`config.mk`:
```
export PLATFORM = sky130hd
export DESIGN_NAME = gcac_div_pipe
export DESIGN_NICKNAME = d
export VERILOG_FILES = /design/src/rtl/grid_chunk_address_calc_core_macros.svh /design/src/rtl/gcac_pkg.sv /design/src/rtl/gcac_div_pipe.sv
export SDC_FILE = /design/constraint.sdc
export NUM_CORES = 2
export LEC_CHECK = 0
export BUFFER_PORTS_ARGS = -buffer_cell sky130_fd_sc_hd__buf_2
export CAP_MARGIN = 10
export CORE_UTILIZATION = 45
export DETAILED_ROUTE_END_ITERATION = 12
export PLACE_DENSITY = 0.6
export SYNTH_ARGS = -nofsm -noshare
export SYNTH_HDL_FRONTEND = slang
export SYNTH_SLANG_ARGS = --single-unit
export TNS_END_PERCENT = 1
```
`constraint.sdc`:
```
create_clock -name i_clk -period 16.25 [get_ports i_clk]
set_clock_uncertainty 0.2 [all_clocks]
set_input_delay 1.625 -clock i_clk [delete_from_list [all_inputs] [get_ports i_clk]]
set_output_delay 1.625 -clock i_clk [all_outputs]
set_load 0.05 [all_outputs]
```
`src/rtl/grid_chunk_address_calc_core_macros.svh`:
```
// assertion macros for the grid chunk address calculator
// expects i_clk and i_rst_n in the scope where a macro is used
`ifndef GRID_CHUNK_ADDRESS_CALC_CORE_MACROS_SVH
`define GRID_CHUNK_ADDRESS_CALC_CORE_MACROS_SVH

// condition must hold at every clock edge out of reset
`define GCAC_ASSERT(lbl, cond) \
    lbl: assert property (@(posedge i_clk) disable iff (!i_rst_n) (cond)) \
        else $error("gcac check failed");

// consequence must hold in the cycle after the antecedent
`define GCAC_ASSERT_NEXT(lbl, ante, cons) \
    lbl: assert property (@(posedge i_clk) disable iff (!i_rst_n) (ante) |=> (cons)) \
        else $error("gcac sequence check failed");

`endif

```
`src/rtl/gcac_pkg.sv`:
```
// shared constants, types and helpers of the grid chunk address calculator
// no dependencies
package gcac_pkg;

    localparam int AXES           = 4;
    localparam int CFG_W          = 13;
    localparam int ID_W           = 48;
    localparam int INDEX_BITS_DEF = 12;
    localparam int APB_AW         = 5;
    localparam int APB_DW         = 32;

    // axis order: time slowest, longitude fastest
    localparam int AX_TIME  = 0;
    localparam int AX_DEPTH = 1;
    localparam int AX_LAT   = 2;
    localparam int AX_LON   = 3;

    // register indexes
    localparam logic [2:0] REG_TIME_EXTENT  = 3'd0;
    localparam logic [2:0] REG_DEPTH_EXTENT = 3'd1;
    localparam logic [2:0] REG_LAT_EXTENT   = 3'd2;
    localparam logic [2:0] REG_LON_EXTENT   = 3'd3;
    localparam logic [2:0] REG_TIME_CHUNK   = 3'd4;
    localparam logic [2:0] REG_DEPTH_CHUNK  = 3'd5;
    localparam logic [2:0] REG_LAT_CHUNK    = 3'd6;
    localparam logic [2:0] REG_LON_CHUNK    = 3'd7;

    typedef logic [CFG_W-1:0] t_cfg_word;

    // configuration as seen by the datapath
    typedef struct packed {
        logic                       busy;  // chunk counts being recomputed
        logic [AXES-1:0][CFG_W-1:0] ext;   // axis extents
        logic [AXES-1:0][CFG_W-1:0] size;  // chunk sizes, zero taken as one
        logic [AXES-1:0][CFG_W-1:0] cpa;   // chunks per axis
    } t_cfg;

    // a chunk size of zero behaves as one
    function automatic t_cfg_word eff_size(input t_cfg_word s);
        return (s == '0) ? t_cfg_word'(1) : s;
    endfunction

endpackage

```
`src/rtl/gcac_div_pipe.sv`:
```
// pipelined restoring divider, one quotient bit per stage, four axes side by side
// depends on gcac_pkg
module gcac_div_pipe #(
    parameter int IW = gcac_pkg::INDEX_BITS_DEF
) (
    input  logic                                      i_clk,
    input  logic                                      i_rst_n,
    input  logic                                      i_valid,
    output logic                                      o_ready,
    input  logic [gcac_pkg::AXES-1:0][IW-1:0]         i_idx,
    input  gcac_pkg::t_cfg                            i_cfg,
    output logic                                      o_valid,
    input  logic                                      i_ready,
    output logic [gcac_pkg::AXES-1:0][IW-1:0]         o_idx,
    output logic [gcac_pkg::AXES-1:0][IW-1:0]         o_quo,
    output logic [gcac_pkg::AXES-1:0][gcac_pkg::CFG_W-1:0] o_rem
);
    import gcac_pkg::*;

    logic                       r_v [IW];
    logic [AXES-1:0][IW-1:0]    r_x [IW];
    logic [AXES-1:0][IW-1:0]    r_q [IW];
    logic [AXES-1:0][CFG_W-1:0] r_r [IW];
    logic [IW-1:0]              w_en;

    for (genvar g = 0; g < IW; g++) begin : g_stage
        logic                       v_in;
        logic [AXES-1:0][IW-1:0]    x_in;
        logic [AXES-1:0][IW-1:0]    q_in;
        logic [AXES-1:0][CFG_W-1:0] r_in;
        logic [AXES-1:0][CFG_W:0]   t;
        logic [AXES-1:0][CFG_W:0]   d;
        logic [AXES-1:0]            ge;
        logic [AXES-1:0][IW-1:0]    n_q;
        logic [AXES-1:0][CFG_W-1:0] n_r;

        if (g == 0) begin : g_head
            assign v_in = i_valid;
            assign x_in = i_idx;
            assign q_in = '0;
            assign r_in = '0;
        end else begin : g_body
            assign v_in = r_v[g-1];
            assign x_in = r_x[g-1];
            assign q_in = r_q[g-1];
            assign r_in = r_r[g-1];
        end

        if (g == IW - 1) begin : g_tail_en
            assign w_en[g] = !r_v[g] || i_ready;
        end else begin : g_mid_en
            assign w_en[g] = !r_v[g] || w_en[g+1];
        end

        always_comb begin
            for (int a = 0; a < AXES; a++) begin
                t[a]  = {r_in[a], x_in[a][IW-1-g]};
                d[a]  = {1'b0, i_cfg.size[a]};
                ge[a] = (t[a] >= d[a]);
                n_r[a] = ge[a] ? CFG_W'(t[a] - d[a]) : t[a][CFG_W-1:0];
                n_q[a] = q_in[a];
                n_q[a][IW-1-g] = ge[a];
            end
        end

        always_ff @(posedge i_clk) begin
            if (!i_rst_n) begin
                r_v[g] <= 1'b0;
            end else if (w_en[g]) begin
                r_v[g] <= v_in;
            end
        end

        always_ff @(posedge i_clk) begin
            if (w_en[g] && v_in) begin
                r_x[g] <= x_in;
                r_q[g] <= n_q;
                r_r[g] <= n_r;
            end
        end
    end

    assign o_ready = w_en[0];
    assign o_valid = r_v[IW-1];
    assign o_idx   = r_x[IW-1];
    assign o_quo   = r_q[IW-1];
    assign o_rem   = r_r[IW-1];

endmodule

```
; Word level (Yosys, flattened, before mapping)
; Memory sizes are Yosys's and may differ from the RTL's.
; Index checks and enable logic that the tools add are counted.
[totals]
reg_bits = 0
ramBits = 1788
n_memories = 4
[mem_list]
columns = name, words, width, read_ports, rd_clocked_by_memory_dff, write_ports, line_no
row1 = r_r, 12, 52, 12, 0, 12, gcac_div_pipe.sv:23  ; logic [AXES-1:0][CFG_W-1:0] r_r [IW];
row2 = r_q, 12, 48, 12, 0, 12, gcac_div_pipe.sv:22  ; logic [AXES-1:0][IW-1:0] r_q [IW];
row3 = r_x, 12, 48, 12, 0, 12, gcac_div_pipe.sv:21  ; logic [AXES-1:0][IW-1:0] r_x [IW];
row4 = r_v, 12, 1, 12, 0, 12, gcac_div_pipe.sv:20  ; logic r_v [IW];
[classes]
bitwise_logic = 12
mux = 121
magnitude_cmp = 48
n_reduce_logical = 36
n_addsub = 48
[ops]
columns = operator, n
row1 = 13-bit two-way mux, 48
row2 = 14-bit by 13-bit >= comparator with 1-bit output, 44
row3 = 13-bit subtractor, 44
row4 = 1-bit two-way mux, 73
row5 = 1-bit by 13-bit >= comparator with 1-bit output, 4
row6 = 1-bit by 13-bit subtractor with 13-bit output, 4
row7 = 1-bit logical AND, 12
row8 = 1-bit logical NOT, 12
row9 = 1-bit logical OR, 12
row10 = 1-bit OR, 12

; Logic depth before layout (Yosys ltp)
; An unclocked memory read counts as a cell.
[depth]
depth_word = 18
depth_mapped = 11

; Worst setup path before layout
; No wires, ideal clock.
[synth_timing]
path_kind = input port to flip-flop
startpoint = input i_ready
endpoint = memory r_v[10][0] (netlist: r_v[2][2]), data pin
setup_ps = 211
path_stages = 3
t_required_ps = 15839
arrival_time_ps = 12879
slack_ps = 2959
path_cell_list = nor2b_1 > a21boi_0 > and2_1
[synth_lines]
columns = element, line_no
row1 = "start, declared", gcac_div_pipe.sv:13  ; input logic i_ready,
row2 = "end, declared", gcac_div_pipe.sv:20

; Final worst setup path
[layout_timing]
startpoint = input i_ready
endpoint = output o_ready
[layout_between]
elab_chain_cells = 12
[layout_lines]
columns = element, line_no
row1 = 1-bit logical OR, gcac_div_pipe.sv:50  ; assign w_en[g] = !r_v[g] || i_ready;
row2 = 1-bit logical OR (11 in series), gcac_div_pipe.sv:52  ; assign w_en[g] = !r_v[g] || w_en[g+1];
row3 = "end, declared", gcac_div_pipe.sv:9  ; output logic o_ready,
; No other way between the ends.

==> flow_summary.rst <==
.. list-table::
   :header-rows: 1

   * - Metric
     - Value
   * - Sequential fraction of the synthesis area
     - between 50% and 60%
   * - I/O pin total
     - between 300 and 400
   * - Unique masters post-synth
     - 85
   * - Synth Area per Inst
     - 12.7 µm²
   * - Final wirelength
     - between 150 and 200 mm
   * - Post-route antenna net violation count
     - 0
   * - Area taken by flip-flops and latches
     - ~46000 µm²
   * - Max Freq
     - about 170 MHz
   * - Summed area of non-filler cells in the final layout
     - a little under 90000 µm²
   * - Met2 WL
     - approximately 90 mm
   * - Die Span Y
     - between 400 and 500 µm
   * - Clock tree from TritonCTS
     - built
   * - CTS Buffer Depth
     - 3
   * - Critical path peak fanout
     - 6
   * - Initial core utilization
     - a little under half
   * - Synthesis warning total
     - 0
   * - Path type of the worst min-delay path
     - reg2reg
   * - Amount of wire on met3 after detailed routing
     - a little over 7 mm
   * - Post-cts resize count
     - 0
   * - Top routing layer in use
     - met5
   * - Clock latency on the worst-skew pair
     - ~0.82 ns
   * - Time the final worst path needs with I/O delays and setup
     - roughly 5.7 ns
   * - Critical path data required time
     - 14.42 ns
   * - List of most frequent post-synthesis cells
     - sky130_fd_sc_hd__edfxtp_1, sky130_fd_sc_hd__ha_1, sky130_fd_sc_hd__nor2_1, sky130_fd_sc_hd__a21oi_1, sky130_fd_sc_hd__o21ai_0
   * - Number of DRC markers in iteration 0
     - 2978
   * - Unrepaired setup endpoints after global routing
     - false
   * - Cell area reported after detailed placement
     - 83900 µm²
   * - Die ar.
     - approximately 180000 µm²
   * - Synthesized area
     - 79500 µm²
   * - Number of buffers inserted by hold repair at cts
     - 0
   * - Cell count after synthesis
     - approximately 6.3k
   * - Startpoint type of the worst setup path
     - input port
   * - Initial antenna violation count
     - 6
   * - Number of pins with negative max-slew slack in the final report
     - 0
   * - Wirelength per Cell
     - 19.8 µm
   * - Tightest Pin Transition
     - 1.25 ns
   * - Worst vdd rail ir drop
     - ~0.1 mV
   * - Clock Pin Slew Worst Setup and Hold Paths
     - 0.06 ns
   * - Synth-to-layout area growth
     - 12.5%
   * - Buffer cell driving the clock tree root
     - sky130_fd_sc_hd__clkbuf_16
   * - Cell area power density
     - between 100 and 150 nW/µm²
   * - Multi-input gate area in the final layout
     - between 30000 and 40000 µm²
   * - Iteration count of the initial detailed-routing pass
     - 7
   * - Number of clock sinks
     - around 1.5k
   * - Maximum number of pins on one net before global-route repair
     - 134
   * - Vias in the first global route
     - 50.9k
   * - Post-route fraction of the period consumed by the critical path
     - a little over a third
   * - DPL Wire Length
     - around 130 mm
   * - Overall fraction of global-route tracks in use
     - between 10% and 20%
   * - Maximum capacitance violations
     - 0
   * - Count of flip-flops with a built-in enable after synthesis
     - approximately 1.5k
   * - Net count after synthesis
     - 7107
   * - Fraction of registers with async set or reset after synthesis
     - 0%
   * - Dpl ws
     - ~11 ns
   * - Routed metal-1 wirelength
     - ~78 mm
   * - Final sum of negative setup slack
     - 0 ns
   * - Net count of the finished layout
     - 7504
   * - Share of the synthesized area in the top cell type
     - 57.5%
   * - Fill cell instance count of the final layout
     - ~15k
   * - Final Hold Viols
     - 0
   * - Setup-violating endpoint count in the final report
     - 0
   * - Crit Path Class
     - in2out
   * - Core footprint
     - 175000 µm²
   * - Flops & latches, synth
     - around 1.5k
   * - Global-route congestion overflow total
     - 0
   * - Number of buffers inserted during clock tree synthesis
     - between 150 and 200
   * - Top cells by area, synth
     - sky130_fd_sc_hd__edfxtp_1, sky130_fd_sc_hd__ha_1, sky130_fd_sc_hd__mux2_2, sky130_fd_sc_hd__a21oi_1, sky130_fd_sc_hd__nor2_1
   * - Vias
     - a little over 50k
   * - Placer congestion estimate
     - 0.875
   * - Final non-filler cell total
     - slightly above 9k
   * - Global-route wire length before repair
     - between 200 and 300 mm
   * - Per-cell via count in the routed design
     - 5.60
   * - Worst relative slew slack
     - 16.4%
   * - Port Buf Inserts
     - about 250
   * - Leakage power
     - about 33 nW
   * - Placed Instances
     - ~9k
   * - Library cell with the largest summed area after synthesis
     - sky130_fd_sc_hd__edfxtp_1
   * - CP endpoint kind
     - output pin
   * - Ratio of cells with drive above 1 in the final layout
     - between 10 and 15%
   * - Number of rows in the core area
     - ~150
   * - Status
     - complete, no violations
   * - Minimum setup slack in the final design
     - between 10 and 15 ns
   * - Leading cell type by number of instances after synthesis
     - sky130_fd_sc_hd__edfxtp_1
   * - Data arrival, critical path
     - 3.91 ns
   * - Post-CTS Repair Setup Buffers
     - 0
   * - Horizontal extent of the die
     - between 400 and 500 µm
   * - Main flop type after synthesis
     - sky130_fd_sc_hd__edfxtp_1
   * - Count of unresolved DRC violations after routing
     - 0
   * - CTS HTree Levels
     - 4
## area by class of cell
cell class,instances,share of cell area [%]
clock inverters,100,1.07
flip-flops and latches,1524,51.1
clock buffers,206,5.12
diodes,2,0.00559
well taps,2325,3.25
inverters,259,1.09
multi-input cells,4399,36.3
repair buffers,315,2.01
## flip-flops by register name, summed over array words and instances (netlist names)
signal	cells
r_v	12
r_r	624
r_q	312
r_x	576
## report_power, final
group	internal, mW	switching (mW)	total [mW]
clock	2.24	1.56	3.80
sequential	4.39	0.0232	4.41
combinational	0.455	0.595	1.05
## metal layers
metal | track usage (%) | up-vias
li1 | - | 25000
met1 | 24.8 | 24800
met2 | 35.1 | 1047
met3 | 2.95 | 320
met4 | 7.24 | 4
met5 | 0 | -
## worst max-delay path: stages
cell and delay (ns):
sky130_fd_sc_hd__buf_2 0.10, sky130_fd_sc_hd__and4b_1 0.45, sky130_fd_sc_hd__and4_1 0.44, sky130_fd_sc_hd__and3_1 0.33, sky130_fd_sc_hd__and3_1 0.28, sky130_fd_sc_hd__and2_1 0.29
sky130_fd_sc_hd__nand2_1 0.12, sky130_fd_sc_hd__buf_2 0.25
## final timing paths
| check | start | cells past startpoint | slack [ns] | to |
|---|---|---|---|---|
| hold / removal | r_q[1][66] | 0 | 0.19 | r_q[1][114] |
| setup / recovery | i_ready | 8 | 10.51 | o_ready |
| setup reg to reg | r_v[2][2] | 9 | 11.84 | r_x[0][35] |
| hold reg to reg | r_q[1][66] | 0 | 0.19 | r_q[1][114] |
## per-stage QoR
stage	utilization, %	power (mW)	hold WS (ns)
6_report	51.2	9.26	0.192
5_1_grt	51.2	9.64	0.198
4_1_cts	51.2	9.37	0.189
3_5_place_dp	48.0	5.53	0.205
3_3_place_gp	48.0	5.51	0.200
2_1_floorplan	-	5.28	0.200
## cell usage in the layout (no fill, tap or decap), types with 94 or more instances in the layout
cell type / synthesis / final
sky130_fd_sc_hd__edfxtp_1: 1523 / 1523
sky130_fd_sc_hd__ha_1: 580 / 580
sky130_fd_sc_hd__nor2_1: 536 / 536
sky130_fd_sc_hd__a21oi_1: 462 / 462
sky130_fd_sc_hd__o21ai_0: 339 / 339
sky130_fd_sc_hd__nand2_1: 292 / 292
sky130_fd_sc_hd__inv_1: 259 / 259
sky130_fd_sc_hd__buf_2: 19 / 253
sky130_fd_sc_hd__mux2_2: 239 / 239
sky130_fd_sc_hd__xnor2_1: 200 / 200
sky130_fd_sc_hd__clkbuf_16: 0 / 179
sky130_fd_sc_hd__nor3_1: 162 / 162
sky130_fd_sc_hd__xor2_1: 138 / 138
sky130_fd_sc_hd__o21a_1: 131 / 131
sky130_fd_sc_hd__nor2b_1: 116 / 109
sky130_fd_sc_hd__a21o_1: 94 / 94
## cells by family after synthesis
logic type,count (synthesis),share of synthesized area (%)
XOR/XNOR,338,3.72
multiplexers,327,4.67
buffers and inverters,351,1.74
flip-flops,1524,57.5
AND/OR/NAND/NOR,1570,9.69
adder cells (fa/ha/maj),624,10.2
AO/OA/AOI/OAI,1540,12.4
No activity file was read; power rests on OpenSTA's default activity.
