`src/rtl/grid_chunk_address_calc_core_macros.svh`:
```
// assertion macros for the grid chunk address calculator
// expects i_clk and i_rst_n in the scope where a macro is used
`ifndef GRID_CHUNK_ADDRESS_CALC_CORE_MACROS_SVH
`define GRID_CHUNK_ADDRESS_CALC_CORE_MACROS_SVH

// condition must hold at every clock edge out of reset
`define GCAC_ASSERT(lbl, cond) \
    lbl: assert property (@(posedge i_clk) disable iff (!i_rst_n) (cond)) \
        else $error("gcac check failed");

// consequence must hold in the cycle after the antecedent
`define GCAC_ASSERT_NEXT(lbl, ante, cons) \
    lbl: assert property (@(posedge i_clk) disable iff (!i_rst_n) (ante) |=> (cons)) \
        else $error("gcac sequence check failed");

`endif

```
`src/rtl/gcac_pkg.sv`:
```
// shared constants, types and helpers of the grid chunk address calculator
// no dependencies
package gcac_pkg;

    localparam int AXES           = 4;
    localparam int CFG_W          = 13;
    localparam int ID_W           = 48;
    localparam int INDEX_BITS_DEF = 12;
    localparam int APB_AW         = 5;
    localparam int APB_DW         = 32;

    // axis order: time slowest, longitude fastest
    localparam int AX_TIME  = 0;
    localparam int AX_DEPTH = 1;
    localparam int AX_LAT   = 2;
    localparam int AX_LON   = 3;

    // register indexes
    localparam logic [2:0] REG_TIME_EXTENT  = 3'd0;
    localparam logic [2:0] REG_DEPTH_EXTENT = 3'd1;
    localparam logic [2:0] REG_LAT_EXTENT   = 3'd2;
    localparam logic [2:0] REG_LON_EXTENT   = 3'd3;
    localparam logic [2:0] REG_TIME_CHUNK   = 3'd4;
    localparam logic [2:0] REG_DEPTH_CHUNK  = 3'd5;
    localparam logic [2:0] REG_LAT_CHUNK    = 3'd6;
    localparam logic [2:0] REG_LON_CHUNK    = 3'd7;

    typedef logic [CFG_W-1:0] t_cfg_word;

    // configuration as seen by the datapath
    typedef struct packed {
        logic                       busy;  // chunk counts being recomputed
        logic [AXES-1:0][CFG_W-1:0] ext;   // axis extents
        logic [AXES-1:0][CFG_W-1:0] size;  // chunk sizes, zero taken as one
        logic [AXES-1:0][CFG_W-1:0] cpa;   // chunks per axis
    } t_cfg;

    // a chunk size of zero behaves as one
    function automatic t_cfg_word eff_size(input t_cfg_word s);
        return (s == '0) ? t_cfg_word'(1) : s;
    endfunction

endpackage

```
`src/rtl/gcac_cfg.sv`:
```
// apb register file and serial divider that recomputes chunks per axis
// depends on gcac_pkg
module gcac_cfg (
    input  logic                        i_clk,
    input  logic                        i_rst_n,
    input  logic                        psel,
    input  logic                        penable,
    input  logic                        pwrite,
    input  logic [gcac_pkg::APB_AW-1:0] paddr,
    input  logic [gcac_pkg::APB_DW-1:0] pwdata,
    output logic [gcac_pkg::APB_DW-1:0] prdata,
    output logic                        pready,
    output gcac_pkg::t_cfg              o_cfg
);
    import gcac_pkg::*;

    localparam int STEP_W = $clog2(CFG_W + 1);
    localparam logic [STEP_W-1:0] STEP_LAST = STEP_W'(CFG_W);

    logic [AXES-1:0][CFG_W-1:0] r_ext;
    logic [AXES-1:0][CFG_W-1:0] r_size;
    logic [AXES-1:0][CFG_W-1:0] r_cpa;
    logic                       r_busy;
    logic [1:0]                 r_axis;
    logic [STEP_W-1:0]          r_step;
    logic [CFG_W-1:0]           r_dvd;
    logic [CFG_W-1:0]           r_rem;
    logic [CFG_W-1:0]           r_quo;

    logic             w_wr;
    logic [2:0]       w_idx;
    logic [CFG_W-1:0] w_val;
    logic [CFG_W:0]   w_trial;
    logic [CFG_W:0]   w_div;
    logic             w_ge;
    logic [CFG_W-1:0] n_rem;
    logic [CFG_W-1:0] n_quo;
    logic [CFG_W-1:0] n_cpa;

    assign pready = 1'b1;
    assign w_wr   = psel && penable && pwrite;
    assign w_idx  = paddr[4:2];
    assign w_val  = pwdata[CFG_W-1:0];

    // one quotient bit per cycle
    assign w_div   = {1'b0, eff_size(r_size[r_axis])};
    assign w_trial = {r_rem, r_dvd[CFG_W-1]};
    assign w_ge    = (w_trial >= w_div);
    assign n_rem   = w_ge ? CFG_W'(w_trial - w_div) : w_trial[CFG_W-1:0];
    assign n_quo   = {r_quo[CFG_W-2:0], w_ge};
    // round up when a remainder is left
    assign n_cpa   = CFG_W'(n_quo + CFG_W'(n_rem != '0));

    always_comb begin
        unique case (w_idx)
            REG_TIME_EXTENT:  prdata = APB_DW'(r_ext[AX_TIME]);
            REG_DEPTH_EXTENT: prdata = APB_DW'(r_ext[AX_DEPTH]);
            REG_LAT_EXTENT:   prdata = APB_DW'(r_ext[AX_LAT]);
            REG_LON_EXTENT:   prdata = APB_DW'(r_ext[AX_LON]);
            REG_TIME_CHUNK:   prdata = APB_DW'(r_size[AX_TIME]);
            REG_DEPTH_CHUNK:  prdata = APB_DW'(r_size[AX_DEPTH]);
            REG_LAT_CHUNK:    prdata = APB_DW'(r_size[AX_LAT]);
            REG_LON_CHUNK:    prdata = APB_DW'(r_size[AX_LON]);
            default:          prdata = '0;
        endcase
    end

    always_ff @(posedge i_clk) begin
        if (!i_rst_n) begin
            for (int a = 0; a < AXES; a++) begin
                r_ext[a]  <= CFG_W'(1);
                r_size[a] <= CFG_W'(1);
                r_cpa[a]  <= CFG_W'(1);
            end
            r_busy <= 1'b0;
            r_axis <= '0;
            r_step <= '0;
        end else if (w_wr) begin
            unique case (w_idx)
                REG_TIME_EXTENT:  r_ext[AX_TIME]   <= w_val;
                REG_DEPTH_EXTENT: r_ext[AX_DEPTH]  <= w_val;
                REG_LAT_EXTENT:   r_ext[AX_LAT]    <= w_val;
                REG_LON_EXTENT:   r_ext[AX_LON]    <= w_val;
                REG_TIME_CHUNK:   r_size[AX_TIME]  <= w_val;
                REG_DEPTH_CHUNK:  r_size[AX_DEPTH] <= w_val;
                REG_LAT_CHUNK:    r_size[AX_LAT]   <= w_val;
                REG_LON_CHUNK:    r_size[AX_LON]   <= w_val;
            endcase
            r_busy <= 1'b1;
            r_axis <= '0;
            r_step <= '0;
        end else if (r_busy) begin
            if (r_step == '0) begin
                r_dvd  <= r_ext[r_axis];
                r_rem  <= '0;
                r_quo  <= '0;
                r_step <= STEP_W'(1);
            end else begin
                r_dvd <= {r_dvd[CFG_W-2:0], 1'b0};
                r_rem <= n_rem;
                r_quo <= n_quo;
                if (r_step == STEP_LAST) begin
                    r_cpa[r_axis] <= n_cpa;
                    r_step        <= '0;
                    if (r_axis == 2'(AXES - 1)) begin
                        r_busy <= 1'b0;
                    end else begin
                        r_axis <= r_axis + 2'd1;
                    end
                end else begin
                    r_step <= r_step + STEP_W'(1);
                end
            end
        end
    end

    always_comb begin
        o_cfg.busy = r_busy;
        o_cfg.ext  = r_ext;
        o_cfg.cpa  = r_cpa;
        for (int a = 0; a < AXES; a++) begin
            o_cfg.size[a] = eff_size(r_size[a]);
        end
    end

endmodule

```
`config.mk`:
```
export PLATFORM = sky130hd
export DESIGN_NAME = gcac_cfg
export DESIGN_NICKNAME = d
export VERILOG_FILES = /design/src/rtl/grid_chunk_address_calc_core_macros.svh /design/src/rtl/gcac_pkg.sv /design/src/rtl/gcac_cfg.sv
export SDC_FILE = /design/constraint.sdc
export NUM_CORES = 1
export LEC_CHECK = 0
export ABC_AREA = 1
export BUFFER_PORTS_ARGS = -buffer_cell sky130_fd_sc_hd__buf_2
export CORE_UTILIZATION = 59
export CTS_CLUSTER_DIAMETER = 40
export DETAILED_ROUTE_END_ITERATION = 7
export MAX_ROUTING_LAYER = met4
export PLACE_DENSITY = 0.86
export SLEW_MARGIN = 20
export SYNTH_ARGS = -nofsm -noshare
export SYNTH_HDL_FRONTEND = slang
export SYNTH_SLANG_ARGS = --single-unit
```
`constraint.sdc`:
```
create_clock -name i_clk -period 11.6 [get_ports i_clk]
set_input_delay 3.48 -clock i_clk [delete_from_list [all_inputs] [get_ports i_clk]]
set_output_delay 3.48 -clock i_clk [all_outputs]
set_load 0.03 [all_outputs]
```
# After elaboration in Yosys (flattened, before gate mapping)
# Index checks and enable logic that the tools add are counted.
dict set report totals {
  reg_bits 201
  latch_bits 0
  ram_bits 0
  mem_bits_ro 0
  in_bits 42
  word_cells 84
  mem_count 0
}
dict set report classes {
  n_addsub 4
  mul 0
  div 0
  order_cmp 3
  n_eq_ne 9
  n_shift 0
  mux 22
  n_bitwise 4
  n_reduce_logical 23
}
# cell count
set ops {}
lappend ops {{$pmux 32 s8} 1}
lappend ops {{$mux 13} 10}
lappend ops {{$logic_not 13->1} 5}
lappend ops {{$bmux 13 s2} 2}
lappend ops {{$bwmux 52} 1}
lappend ops {{$demux 13 s2} 1}
lappend ops {{$reduce_and 2->1} 8}
lappend ops {{$ge 14x13->1} 1}
lappend ops {{$add 13x1->13} 1}
lappend ops {{$reduce_bool 13->1} 1}
lappend ops {{$sub 13x13->13} 1}
lappend ops {{$eq 3x3->1 const B} 4}
lappend ops {{$mux 4} 2}
lappend ops {{$reduce_and 4->1} 2}
lappend ops {{$eq 3x2->1 const B} 2}
lappend ops {{$mux 1} 5}
lappend ops {{$add 4x1->4 const B} 1}
lappend ops {{$eq 4x4->1 const B} 1}
lappend ops {{$logic_not 4->1} 1}
lappend ops {{$not 1->1} 4}
lappend ops {{$eq 3x1->1 const B} 1}
lappend ops {{$logic_and 1x1->1} 3}
lappend ops {{$logic_not 3->1} 1}
lappend ops {{$lt 2x3->1 const B} 1}
lappend ops {{5 further kinds} 5}

# Logic depth before layout (Yosys ltp)
dict set report depth {
  word_depth 9
  depth_mapped 35
  mapped_depth_nobuf 33
}

# Worst setup path before layout
# Ideal clock, no wire load.
dict set report synth_path {
  path_kind {input-to-output}
  from {in paddr[3] (netlist bit)}
  to {out prdata[9] (netlist bit)}
  t_arrival_ns 4.647
  required_time_ns 8.120
  path_slack_ns 3.473
  cell_stages 6
  cell_sequence {inv_1 nand3_1 clkbuf_1 o22ai_1 a221oi_1 o2111ai_1}
}
dict set report synth_via {
  elab_chain_cells 2
  elab_cells_between_ends 9
  cone_classes {eq/ne (7); mux (1); reduce/logical (1)}
}
# element line_no
set synth_rtl {}
lappend synth_rtl {{from (decl)} gcac_cfg.sv:9} ;# input logic [gcac_pkg::APB_AW-1:0] paddr,
lappend synth_rtl {{$eq 3x3->1, or another cell as far along} gcac_cfg.sv:55} ;# unique case (w_idx)
lappend synth_rtl {{$pmux 32 s8 (*)} gcac_cfg.sv:55}
lappend synth_rtl {{to (decl)} gcac_cfg.sv:11} ;# output logic [gcac_pkg::APB_DW-1:0] prdata,
# Every way passes the cells marked *; elsewhere a longest branch is shown, timed or not. The select of a mux whose other input is x is not followed.

# Worst setup path after layout
dict set report layout_path {
  from {in paddr[3] (netlist bit)}
  to {out prdata[7] (netlist bit)}
}
# Same word-level chain as after synthesis.

==> results.txt <==
status: finished clean
Final #Nets: 1540
wl on met1: 12900 um
critical path's most frequent cell: buf_2
global-route wire length before repair: 49300 um
met3 wire length: 3640 um
TritonCTS buffer count: 28
r2r startpoint: r_axis[0]
fin util: 71.1%
H-tree depth: 1
worst hold slack: 0.466 ns
GR Overflow Total: 0
die area: 18000 um^2
setup TNS: 0 ns
worst r2r dst: o_cfg[38]
Syn Std Cell Area: 10300 um^2
Syn Inst Count: 1373
Critical Path RT: 8.12 ns
critical path launch point type: input port
Yosys top cell by area: dfxtp_1
Setup Buffers After CTS: 0
max_slew headroom: 26.6%
CTS tree: done
reg2reg path depth: 29
final clock skew: 0.0357 ns
Post-Syn Area per Cell: 7.50 um^2
Layout area overhead: 16.1%
Die H: 134 um
Top Family by Delay on Critical Path: compound AO/OA/AOI/OAI gates
clk root buf: clkbuf_16
Total GRT Usage: 35.7%
WS Path Type: in -> out
Synth top area share: 31.7%
unique cell type count in the Yosys netlist: 48
I/O pin cnt: 232
Port Buffers: 190
met2 WL: 14600 um
Resize count post-CTS: 0
highest routed layer: met4
Crit path depth: 7
Worst Path Buf+Inv: 3
WL per Instance: 18.8 um
crit path time final: 8.83 ns
DRC errors left: 0
DR vias/cell: 6.07
min-delay worst type: reg -> reg
Hold Buf Count CTS: 0
CP max stage delay: 0.62 ns
MaxCap Viol Count: 0
Iter 0 DRT Violations: 1337
Worst setup EP type: output pin
Syn. warnings: 0
critical path arrival: 5.35 ns
x dimension of the die: 134 um
clk sinks: 201
prevailing post-synth register cell: dfxtp_1
RD Place Congestion: 0.987
Seq/Total Area, Yosys: 42.8%
largest net degree at the start of global routing: 99
DP HPWL: 22000 um
Synth area leaders: dfxtp_1, edfxtp_1, o21ai_0
Core Area: 16800 um^2
DR vias: 10400
crit path to: prdata[7]
Max VDD drop: 0.000116 V
Crit-path slowest cell: a221oi_1
Longest Clk Path Bufs: 3
actual slew at the worst max-slew pin: 1.10 ns
initial antenna violation count: 0
Max Freq: 113 MHz
Fin. Hold Viols: 0
Synth Register Bits: 201
Worst-Skew Late Latency: 0.54 ns
EDFF count, synth: 38
share of post-route cells with drive strength above 1: 20.6%
final setup fails: 0
final wirelength: 32200 um
CP Launch Point: paddr[3]
setup slack, reg-to-reg: 5.80 ns
unrepaired setup endpoints after global routing: no
CTS clk-pin slew, worst paths: 0.06 ns
Static Leak: 0.00534 uW
crit path cell chain: buf_2 > inv_1 > nand3_1 > o22ai_1 > a221oi_1 > o211ai_1 > buf_2
n_diodes: 0
Slew Viols, Final: 0
Initial Util: 61.2%
Site Rows: 47
FFs w/ async S/R, synth: 0%
drt first pass iters: 8
Crit Path Max Fanout: 14
number of global-route vias before repair: 9342
post-route ant nets: 0
PD cells: 143 nW/um^2
fin crit share: 76.1%
[sequential cells by signal (all words and copies together), names as in the netlist]
signal	count
r_busy	1
r_axis	2
r_quo	12
r_size	52
o_cfg	104
r_dvd	13
r_step	4
r_rem	13
[cells by family after synthesis]
family | count (synthesis) | synth area share, %
xor gates and xnor gates | 16 | 1.36
AOI/OAI and AO/OA | 459 | 24.1
DFF | 201 | 42.8
adders and majority gates | 23 | 2.87
and+or+nand+nor | 376 | 16.7
other | 2 | 0.0729
buffers and inverters | 296 | 12.1
[synth_stat cells, types with 2 or more instances]
master and instances:
o21ai_0 190, nand2_1 113, nor3_1 4, nand4_1 17
nor2_1 151, xnor2_1 2, o41ai_1 2, xor2_1 14
a211oi_1 4, buf_4 21, edfxtp_1 38, buf_1 5
clkbuf_1 90, nor2_4 4, a21oi_1 177, nand2_4 6
a221oi_1 19, or2_2 2, ha_1 22, nand3_2 3
conb_1 2, nor3_2 3, dfxtp_1 163, nor2_2 9
a22oi_1 4, nand3_1 41, a31oi_1 13, o211ai_1 9
inv_1 131, nand2_2 15, o31ai_1 2, o21ai_1 16
o22ai_1 16, nor4_1 5, buf_6 2, buf_2 22
o2111ai_1 4, inv_2 22
[where the power goes]
part	switching (uW)	internal, uW
registers	6.92	719
logic	87.5	28.5
clock network	324	540
[per-stage QoR]
step                      area (um^2)  power, uW  instances  worst slack, ns
after floorplan                 10400        824       1391             3.47
after global placement          11000        850       1664             3.02
after detailed placement        11000        852       1664             2.91
after CTS                       11900       1700       1716             2.87
after global routing            12000       1740       1717             2.72
final                           12000       1710       1717             2.77
[metal layers]
| metal | track usage [%] | vias up |
|---|---|---|
| met3 | 6.65 | 115 |
| met4 | 13.7 | 0 |
| met5 | - | - |
| met1 | 46.9 | 4811 |
| met2 | 54.8 | 701 |
| li1 | - | 4792 |
[worst min path at each step]
stage,endpoint,slack [ns],cells past startpoint,start
2_1_floorplan,r_step[1],0.46,2,r_step[1]
3_3_place_gp,o_cfg[39],0.44,2,o_cfg[39]
3_5_place_dp,o_cfg[0],0.45,2,o_cfg[0]
4_1_cts,o_cfg[39],0.47,2,o_cfg[39]
5_1_grt,o_cfg[39],0.49,2,o_cfg[39]
6_report,o_cfg[39],0.47,2,o_cfg[39]
[cells in the final DEF (no fill, tap or decap), types with 17 or more instances in the layout]
| cell type | instances |
|---|---|
| o21ai_0 | 190 |
| a221oi_1 | 19 |
| a21oi_1 | 177 |
| nand3_1 | 41 |
| dfxtp_1 | 162 |
| nand4_1 | 17 |
| clkbuf_16 | 30 |
| nor2_1 | 150 |
| inv_1 | 131 |
| nand2_1 | 113 |
| edfxtp_1 | 38 |
| inv_2 | 22 |
| buf_2 | 189 |
| ha_1 | 22 |
| conb_1 | 20 |
[worst min-delay path: stages (launching register included)]
cell and delay [ns]:
dfxtp_1 0.32, nand2_1 0.06, nand3_1 0.06
[layout make-up]
cell class	instances	area, um^2
clock buffer	34	766
inverter	155	584
clock inverter	18	200
sequential	201	4410
tap	220	275
fill	1359	4860
timing repair buffer	195	1000
multi-input combinational	894	4720
(Power assumes the default switching activity.)
