**src/rtl/grid_chunk_address_calc_core_macros.svh**
```systemverilog
// assertion macros for the grid chunk address calculator
// expects i_clk and i_rst_n in the scope where a macro is used
`ifndef GRID_CHUNK_ADDRESS_CALC_CORE_MACROS_SVH
`define GRID_CHUNK_ADDRESS_CALC_CORE_MACROS_SVH

// condition must hold at every clock edge out of reset
`define GCAC_ASSERT(lbl, cond) \
    lbl: assert property (@(posedge i_clk) disable iff (!i_rst_n) (cond)) \
        else $error("gcac check failed");

// consequence must hold in the cycle after the antecedent
`define GCAC_ASSERT_NEXT(lbl, ante, cons) \
    lbl: assert property (@(posedge i_clk) disable iff (!i_rst_n) (ante) |=> (cons)) \
        else $error("gcac sequence check failed");

`endif

```
**src/rtl/gcac_pkg.sv**
```systemverilog
// shared constants, types and helpers of the grid chunk address calculator
// no dependencies
package gcac_pkg;

    localparam int AXES           = 4;
    localparam int CFG_W          = 13;
    localparam int ID_W           = 48;
    localparam int INDEX_BITS_DEF = 12;
    localparam int APB_AW         = 5;
    localparam int APB_DW         = 32;

    // axis order: time slowest, longitude fastest
    localparam int AX_TIME  = 0;
    localparam int AX_DEPTH = 1;
    localparam int AX_LAT   = 2;
    localparam int AX_LON   = 3;

    // register indexes
    localparam logic [2:0] REG_TIME_EXTENT  = 3'd0;
    localparam logic [2:0] REG_DEPTH_EXTENT = 3'd1;
    localparam logic [2:0] REG_LAT_EXTENT   = 3'd2;
    localparam logic [2:0] REG_LON_EXTENT   = 3'd3;
    localparam logic [2:0] REG_TIME_CHUNK   = 3'd4;
    localparam logic [2:0] REG_DEPTH_CHUNK  = 3'd5;
    localparam logic [2:0] REG_LAT_CHUNK    = 3'd6;
    localparam logic [2:0] REG_LON_CHUNK    = 3'd7;

    typedef logic [CFG_W-1:0] t_cfg_word;

    // configuration as seen by the datapath
    typedef struct packed {
        logic                       busy;  // chunk counts being recomputed
        logic [AXES-1:0][CFG_W-1:0] ext;   // axis extents
        logic [AXES-1:0][CFG_W-1:0] size;  // chunk sizes, zero taken as one
        logic [AXES-1:0][CFG_W-1:0] cpa;   // chunks per axis
    } t_cfg;

    // a chunk size of zero behaves as one
    function automatic t_cfg_word eff_size(input t_cfg_word s);
        return (s == '0) ? t_cfg_word'(1) : s;
    endfunction

endpackage

```
**src/rtl/gcac_post.sv**
```systemverilog
// chunk starts, clipped lengths, range flag and horner chunk id over three stages
// depends on gcac_pkg
module gcac_post #(
    parameter int IW = gcac_pkg::INDEX_BITS_DEF
) (
    input  logic                                           i_clk,
    input  logic                                           i_rst_n,
    input  logic                                           i_valid,
    output logic                                           o_ready,
    input  logic [gcac_pkg::AXES-1:0][IW-1:0]              i_idx,
    input  logic [gcac_pkg::AXES-1:0][IW-1:0]              i_quo,
    input  logic [gcac_pkg::AXES-1:0][gcac_pkg::CFG_W-1:0] i_rem,
    input  gcac_pkg::t_cfg                                 i_cfg,
    output logic                                           o_valid,
    input  logic                                           i_ready,
    output logic                                           o_in_range,
    output logic [gcac_pkg::ID_W-1:0]                      o_chunk_id,
    output logic [gcac_pkg::AXES-1:0][IW-1:0]              o_start,
    output logic [gcac_pkg::AXES-1:0][gcac_pkg::CFG_W-1:0] o_len
);
    import gcac_pkg::*;

    localparam int MW  = ((IW > CFG_W) ? IW : CFG_W) + 1;
    localparam int P1W = IW + CFG_W;
    localparam int P2W = IW + 2 * CFG_W;

    logic                       r_v1, r_v2, r_v3;
    logic                       w_en1, w_en2, w_en3;
    logic [AXES-1:0][IW-1:0]    r_start1, r_start2, r_start3;
    logic [AXES-1:0][CFG_W-1:0] r_len1, r_len2, r_len3;
    logic                       r_in1, r_in2, r_in3;
    logic [P1W-1:0]             r_p1;
    logic [P2W-1:0]             r_p2;
    logic [ID_W-1:0]            r_id;
    logic [IW-1:0]              r_qlat1, r_qlon1, r_qlon2;

    logic [AXES-1:0][IW-1:0]    n_start;
    logic [AXES-1:0][CFG_W-1:0] n_len;
    logic [AXES-1:0][MW-1:0]    w_diff;
    logic [AXES-1:0]            w_ok;
    logic [P1W-1:0]             n_p1;
    logic [P2W-1:0]             n_p2;
    logic [ID_W-1:0]            n_id;

    assign w_en3   = !r_v3 || i_ready;
    assign w_en2   = !r_v2 || w_en3;
    assign w_en1   = !r_v1 || w_en2;
    assign o_ready = w_en1;

    // start is the index less its remainder, length clipped at the extent
    always_comb begin
        for (int a = 0; a < AXES; a++) begin
            n_start[a] = i_idx[a] - IW'(i_rem[a]);
            w_ok[a]    = (MW'(i_idx[a]) < MW'(i_cfg.ext[a]));
            w_diff[a]  = MW'(i_cfg.ext[a]) - MW'(n_start[a]);
            if (MW'(n_start[a]) >= MW'(i_cfg.ext[a])) begin
                n_len[a] = i_cfg.size[a];
            end else if (w_diff[a] < MW'(i_cfg.size[a])) begin
                n_len[a] = CFG_W'(w_diff[a]);
            end else begin
                n_len[a] = i_cfg.size[a];
            end
        end
    end

    // horner steps, one multiply per stage
    assign n_p1 = P1W'(P1W'(i_quo[AX_TIME]) * P1W'(i_cfg.cpa[AX_DEPTH])
                  + P1W'(i_quo[AX_DEPTH]));
    assign n_p2 = P2W'(P2W'(r_p1) * P2W'(i_cfg.cpa[AX_LAT]) + P2W'(r_qlat1));
    assign n_id = ID_W'(ID_W'(r_p2) * ID_W'(i_cfg.cpa[AX_LON]) + ID_W'(r_qlon2));

    always_ff @(posedge i_clk) begin
        if (!i_rst_n) begin
            r_v1 <= 1'b0;
            r_v2 <= 1'b0;
            r_v3 <= 1'b0;
        end else begin
            if (w_en1) begin
                r_v1 <= i_valid;
            end
            if (w_en2) begin
                r_v2 <= r_v1;
            end
            if (w_en3) begin
                r_v3 <= r_v2;
            end
        end
    end

    always_ff @(posedge i_clk) begin
        if (w_en1 && i_valid) begin
            r_start1 <= n_start;
            r_len1   <= n_len;
            r_in1    <= &w_ok;
            r_p1     <= n_p1;
            r_qlat1  <= i_quo[AX_LAT];
            r_qlon1  <= i_quo[AX_LON];
        end
        if (w_en2 && r_v1) begin
            r_start2 <= r_start1;
            r_len2   <= r_len1;
            r_in2    <= r_in1;
            r_p2     <= n_p2;
            r_qlon2  <= r_qlon1;
        end
        if (w_en3 && r_v2) begin
            r_start3 <= r_start2;
            r_len3   <= r_len2;
            r_in3    <= r_in2;
            r_id     <= n_id;
        end
    end

    assign o_valid    = r_v3;
    assign o_in_range = r_in3;
    assign o_chunk_id = r_id;
    assign o_start    = r_start3;
    assign o_len      = r_len3;

endmodule
```
**config.mk**
```make
export PLATFORM = sky130hd
export DESIGN_NAME = gcac_post
export DESIGN_NICKNAME = d
export VERILOG_FILES = /design/src/rtl/grid_chunk_address_calc_core_macros.svh /design/src/rtl/gcac_pkg.sv /design/src/rtl/gcac_post.sv
export SDC_FILE = /design/constraint.sdc
export NUM_CORES = 2
export LEC_CHECK = 0
export BUFFER_PORTS_ARGS = -buffer_cell sky130_fd_sc_hd__clkbuf_2
export CAP_MARGIN = 20
export CORE_UTILIZATION = 55
export CTS_CLUSTER_DIAMETER = 200
export DETAILED_ROUTE_END_ITERATION = 10
export PLACE_DENSITY = 0.8
export RECOVER_POWER = 25
export SLEW_MARGIN = 20
export SYNTH_ARGS = -nofsm -noshare
export SYNTH_HDL_FRONTEND = slang
export SYNTH_SLANG_ARGS = --single-unit
```
**constraint.sdc**
```tcl
create_clock -name i_clk -period 14.92 [get_ports i_clk]
set_input_delay 0.746 -clock i_clk [delete_from_list [all_inputs] [get_ports i_clk]]
set_output_delay 0.746 -clock i_clk [all_outputs]
set_load 0.03 [all_outputs]
```
# After elaboration in Yosys (flattened, before gate mapping)
# Index checks and enable logic that the tools add are counted.
[word_totals] regBits=453 input_bits=309 output_inout_bits=151 wordCells=80
[classes] n_addsub=11 n_mul=3 n_lt_le_gt_ge=12 n_mux=8 n_reduce_logical=10
[ops] op="two-way mux 13 bit" count=8
[ops] op="< comparator 14 x 13 -> 1 bit" count=4
[ops] op="subtractor 13 x 12 -> 14 bit" count=4
[ops] op="greater-or-equal comparator 12 x 13 -> 1 bit" count=4
[ops] op="< comparator 12 x 13 -> 1 bit" count=4
[ops] op="adder 48 x 12 -> 48 bit" count=1
[ops] op="multiplier 38 x 13 -> 48 bit" count=1
[ops] op="subtractor 12 bit" count=4
[ops] op="adder 38 x 12 -> 38 bit" count=1
[ops] op="multiplier 25 x 13 -> 38 bit" count=1
[ops] op="adder 25 x 12 -> 25 bit" count=1
[ops] op="multiplier 12 x 13 -> 25 bit" count=1
[ops] op="AND reduction 4 bit" count=1
[ops] op="logical AND 1 bit" count=3
[ops] op="zero test 1 bit" count=3
[ops] op="logical OR 1 bit" count=3

# Longest topological paths before layout
[depth] word_depth=5 mapped_depth=27 depth_no_buf=26

# Worst setup path before layout
# OpenSTA, ideal clock, no wires.
[synth_path] path_type="in2reg" start="in i_ready" end="reg r_in2 (enable)" setup_ns=0.892 arrival_time_ns=11.735 t_required_ns=14.028 setup_slack_ns=2.293 cell_stages=2 path_buffers=0 cell_sequence="nor2b_1 > a21boi_0"
[synth_between] elab_chain_cells=3
[synth_lines] element="start, declared" line_no="gcac_post.sv:15" text="input logic i_ready,"
[synth_lines] element="logical OR 1 bit" line_no="gcac_post.sv:45" text="assign w_en3 = !r_v3 || i_ready;"
[synth_lines] element="logical OR 1 bit" line_no="gcac_post.sv:46" text="assign w_en2 = !r_v2 || w_en3;"
[synth_lines] element="logical AND 1 bit" line_no="gcac_post.sv:99" text="if (w_en2 && r_v1) begin"
[synth_lines] element="end signal, assigned" line_no="gcac_post.sv:102" text="r_in2 <= r_in1;"
[synth_lines] element="end, declared" line_no="gcac_post.sv:31" text="logic r_in1, r_in2, r_in3;"
# No other way between the ends.
# A chain may end at the register's enable or synchronous reset.

# Worst setup path in the final report
[layout_path] start="in i_cfg[40] in the netlist's numbering" end="reg r_id[43], in the netlist o_chunk_id[43] (data pin)"
[layout_between] elab_chain_cells=2
[layout_lines] element="start, declared" line_no="gcac_post.sv:13" text="input gcac_pkg::t_cfg i_cfg,"
[layout_lines] element="multiplier 38 x 13 -> 48 bit" line_no="gcac_post.sv:70" text="assign n_id = ID_W'(ID_W'(r_p2) * ID_W'(i_cfg.cpa[AX_LON]) + ID_W'(r_qlon2));"
[layout_lines] element="adder 48 x 12 -> 48 bit" line_no="gcac_post.sv:70"
[layout_lines] element="named net n_id[43]" line_no="gcac_post.sv:43" text="logic [ID_W-1:0] n_id;"
[layout_lines] element="end signal, assigned" line_no="gcac_post.sv:110" text="r_id <= n_id;"
[layout_lines] element="end, declared" line_no="gcac_post.sv:34" text="logic [ID_W-1:0] r_id;"
# The timed path passes the listed nets, and every way through them passes these cells.

==> summary by stage <==
Timing
The total of endpoints with negative setup slack in the final report is 0. Setup repair after global routing left no endpoint under its margin. The count of pins over their slew limit came to 10. The accumulated negative setup slack is 0 ns. The worst slew margin relative to its limit is -0.05979. Of the available clock period, the critical path in the final layout requires 0.5270. The post-layout minimum cycle time is 7.863 ns. The final count of hold timing violations is 0. The achievable frequency is 127.2 MHz. At the pin with the least slew margin, the transition time is 1.576 ns.

The worst hold margin is 0.3143 ns. The clock tree skew after final layout is 0.04320 ns.

Clocking
The later-pin clock latency in the skew report is 0.63 ns. The worst-case clock buffer depth is 3. The number of hold buffers added after CTS is 0. TritonCTS built the clock tree. In this run the post-CTS setup repair buffer count came out at 0.

The number of gates resized after cts is 0. The clock edge transition at the registers on the reported setup and hold paths is 0.06 ns. The cell at the root of the clock tree is clkbuf_16. The count of H-tree levels built during CTS is 2.

The number of clock buffers inserted by TritonCTS is 49. CTS saw 453 sinks.

Synthesis
Counting flops and latches in the post-synthesis netlist gives 453. Yosys mapped a number of flops with a built-in enable equal to 450. The sequential area share after synthesis is 0.2609. Synthesis instantiated 78 different standard cells from the library. The count of warnings emitted by yosys is 0. The area of the mapped netlist is 52030 µm². The synthesized area per cell is 10.41 µm².

The post-synthesis instance total is 4996. The most used flip-flop cell after synthesis is edfxtp_1. For this run, asynchronously set or reset flops after synthesis account for 0. The number of nets in the synthesized netlist is 6591.

Setup path
STA classifies the critical path startpoint as a primary input. The critical path is of the primary input to register type. For the worst setup path, the data arrival time is 8.19 ns. The sort of element at the end of the critical path is a register. Of all nets on the critical path, the largest fanout is 38. For this run, the slowest stage of the critical path takes 0.62 ns. The sum of buffers and inverters on the critical path is 7. In this run the register-to-register setup slack is 7.23 ns. STA puts the critical path data required time at 15.25 ns.

The cell family contributing the most delay on the critical path is adder cells. For this design, the slowest cell found on the critical path is a211oi_1.

Final layout
The fraction of layout cells with a size suffix above 1 is 0.1109. In the layout the commonest cells are inv_1 (989), fa_1 (792), nand2_1 (627), ha_1 (494), edfxtp_1 (450). For this run, the post-layout net count is 6914. Relative to the synthesized area, the layout overhead comes to 9.446%. The leading cell type in the layout, fill and taps excluded is inv_1. After the flow finishes, the layout carries non-filler instances totaling 6624.

Placed design
After legalization and detailed placement, the total HPWL measured 99.43 mm. Buffers placed on the I/O ports in this run total 441. The routability-driven placement congestion ratio is 0.9513. The count of placed standard cells including taps is 6521.

Global route
Entering global routing, the biggest net connects 77 pins. The remaining global-route overflow is 0. The number of antenna violations at the first check in global routing came to 19.

The first global-routing pass estimated 202.5 mm of wire. The total track usage is 0.2708. The number of global-route vias before repair is 38030.

Routing
After detailed routing, the number of vias per cell comes to 5.481. The number of vias after detailed routing is 36300. The number of nets with antenna violations after routing is 0. The number of design rule violations left after detail routing is 0. The violation count after the first detailed-route iteration is 2568. The number of detailed-route iterations in the first pass is 5.

Wires add up to 126.8 mm. Dividing the detail-routed wire length by the instance count gives 19.15 µm.

Job
The number of max-cap violations is 1.

Status
The run finished, with violations left. The checks that failed: capacitance limit, slew limit.

Floorplanning
The die extent in y is 309.6 µm. The I/O pin count is 460. The die covers 95840 µm². From left edge to right edge, the die measures 309.6 µm.

The floorplan row count is 112. The initial standard-cell utilization of the core is 0.5567. The placeable core region is 93470 µm².

Worst hold path
In this run the worst hold path is classified as primary input to register.
-- worst reg2reg max path: stages (launching register included) --
cell      delay (ns)
edfxtp_1        0.63
and2_1          0.27
fa_1            0.51
inv_1           0.05
fa_1            0.47
inv_1           0.05
fa_1            0.50
inv_1           0.06
fa_1            0.53
inv_1           0.05
fa_1            0.47
inv_1           0.05
fa_1            0.47
inv_1           0.05
ha_1            0.36
a21oi_1         0.23
a21oi_1         0.11
a211oi_1        0.62
o21ai_0         0.23
o21ai_0         0.55
a21oi_1         0.22
o21ai_0         0.43
and4_1          0.26
o31ai_1         0.09
xor2_1          0.16
-- sequential cells by signal (all words and copies together) (netlist names), 38 cells and up --
name and flops:
r_start2 48, o_chunk_id 48, r_p2 38, o_len 52, r_len2 52, r_start1 48, r_len1 52, o_start 48
-- path summary, 6_finish.rpt --
path                                 from              to  cells after the start
worst min register to register  r_len1[6]       r_len2[6]                      0
worst max-delay path            i_cfg[40]  o_chunk_id[43]                     25
worst min-delay path            i_quo[37]      r_qlon1[1]                      1
worst max register to register    r_p2[6]  o_chunk_id[43]                     24
-- per-stage QoR --
step | util | setup slack, ns | instance area, µm²
after detailed placement | 0.5913 | 6.653 | 55260
after CTS | 0.6089 | 7.267 | 56910
after global placement | 0.5913 | 6.752 | 55260
after floorplan | - | 2.293 | 52030
after global routing | 0.6092 | 6.842 | 56950
final | 0.6092 | 7.057 | 56950
-- layout make-up --
type,count,area [µm²]
timing repair buffer,457,2326
clock inverter,28,352.8
fill,7537,36520
sequential,453,13570
multi-input combinational,3367,34080
clock buffer,62,1296
antenna,12,30.03
inverter,991,3720
tap,1254,1569
-- per-layer routing --
| metal | routed length [µm] | global-route usage | up-vias |
|---|---|---|---|
| met1 | 50850 | 0.3547 | 18000 |
| met5 | 98 | 0 | - |
| met4 | 4396 | 0.08922 | 16 |
| li1 | - | - | 16380 |
| met3 | 11530 | 0.05540 | 299 |
| met2 | 59950 | 0.4503 | 1611 |
-- Yosys cell counts (5+ instances only) --
master,instances,area (µm²)
buf_2,5,25.02
o21bai_1,32,240.2
and3_1,10,62.56
a21o_1,104,780.8
a211oi_1,18,135.1
nand2b_1,28,175.2
nor2_1,117,439.2
inv_1,989,3712
o21ai_0,87,435.4
nor2b_1,24,150.1
o21a_1,19,142.6
nand2_1,627,2354
or3_1,6,37.54
a21oi_1,152,760.7
o211ai_1,9,67.56
nand4_1,20,125.1
mux2_2,48,540.5
xnor2_1,127,1112
clkbuf_1,179,671.9
xor2_1,63,551.8
ha_1,494,6181
and2_1,406,2540
o31ai_1,6,45.04
nor4_1,7,43.79
a31oi_1,13,81.33
a2111oi_0,7,61.31
fa_1,792,15860
nor3_1,31,155.2
a21boi_0,9,67.56
edfxtp_1,450,13510
a211o_1,5,43.79
nand3_1,32,160.2
-- cell families after synthesis --
family,count (synthesis),synth area share
mux,52,0.01116
fa+ha+maj,1286,0.4235
flops,453,0.2609
simple gates,1336,0.1247
buf+inv,1176,0.08496
xor+xnor,190,0.03198
compound gates,503,0.06279
Power is left out: the tool's default activity adds up to more than one toggle a clock period on the data nets, which glitch-free logic cannot reach.
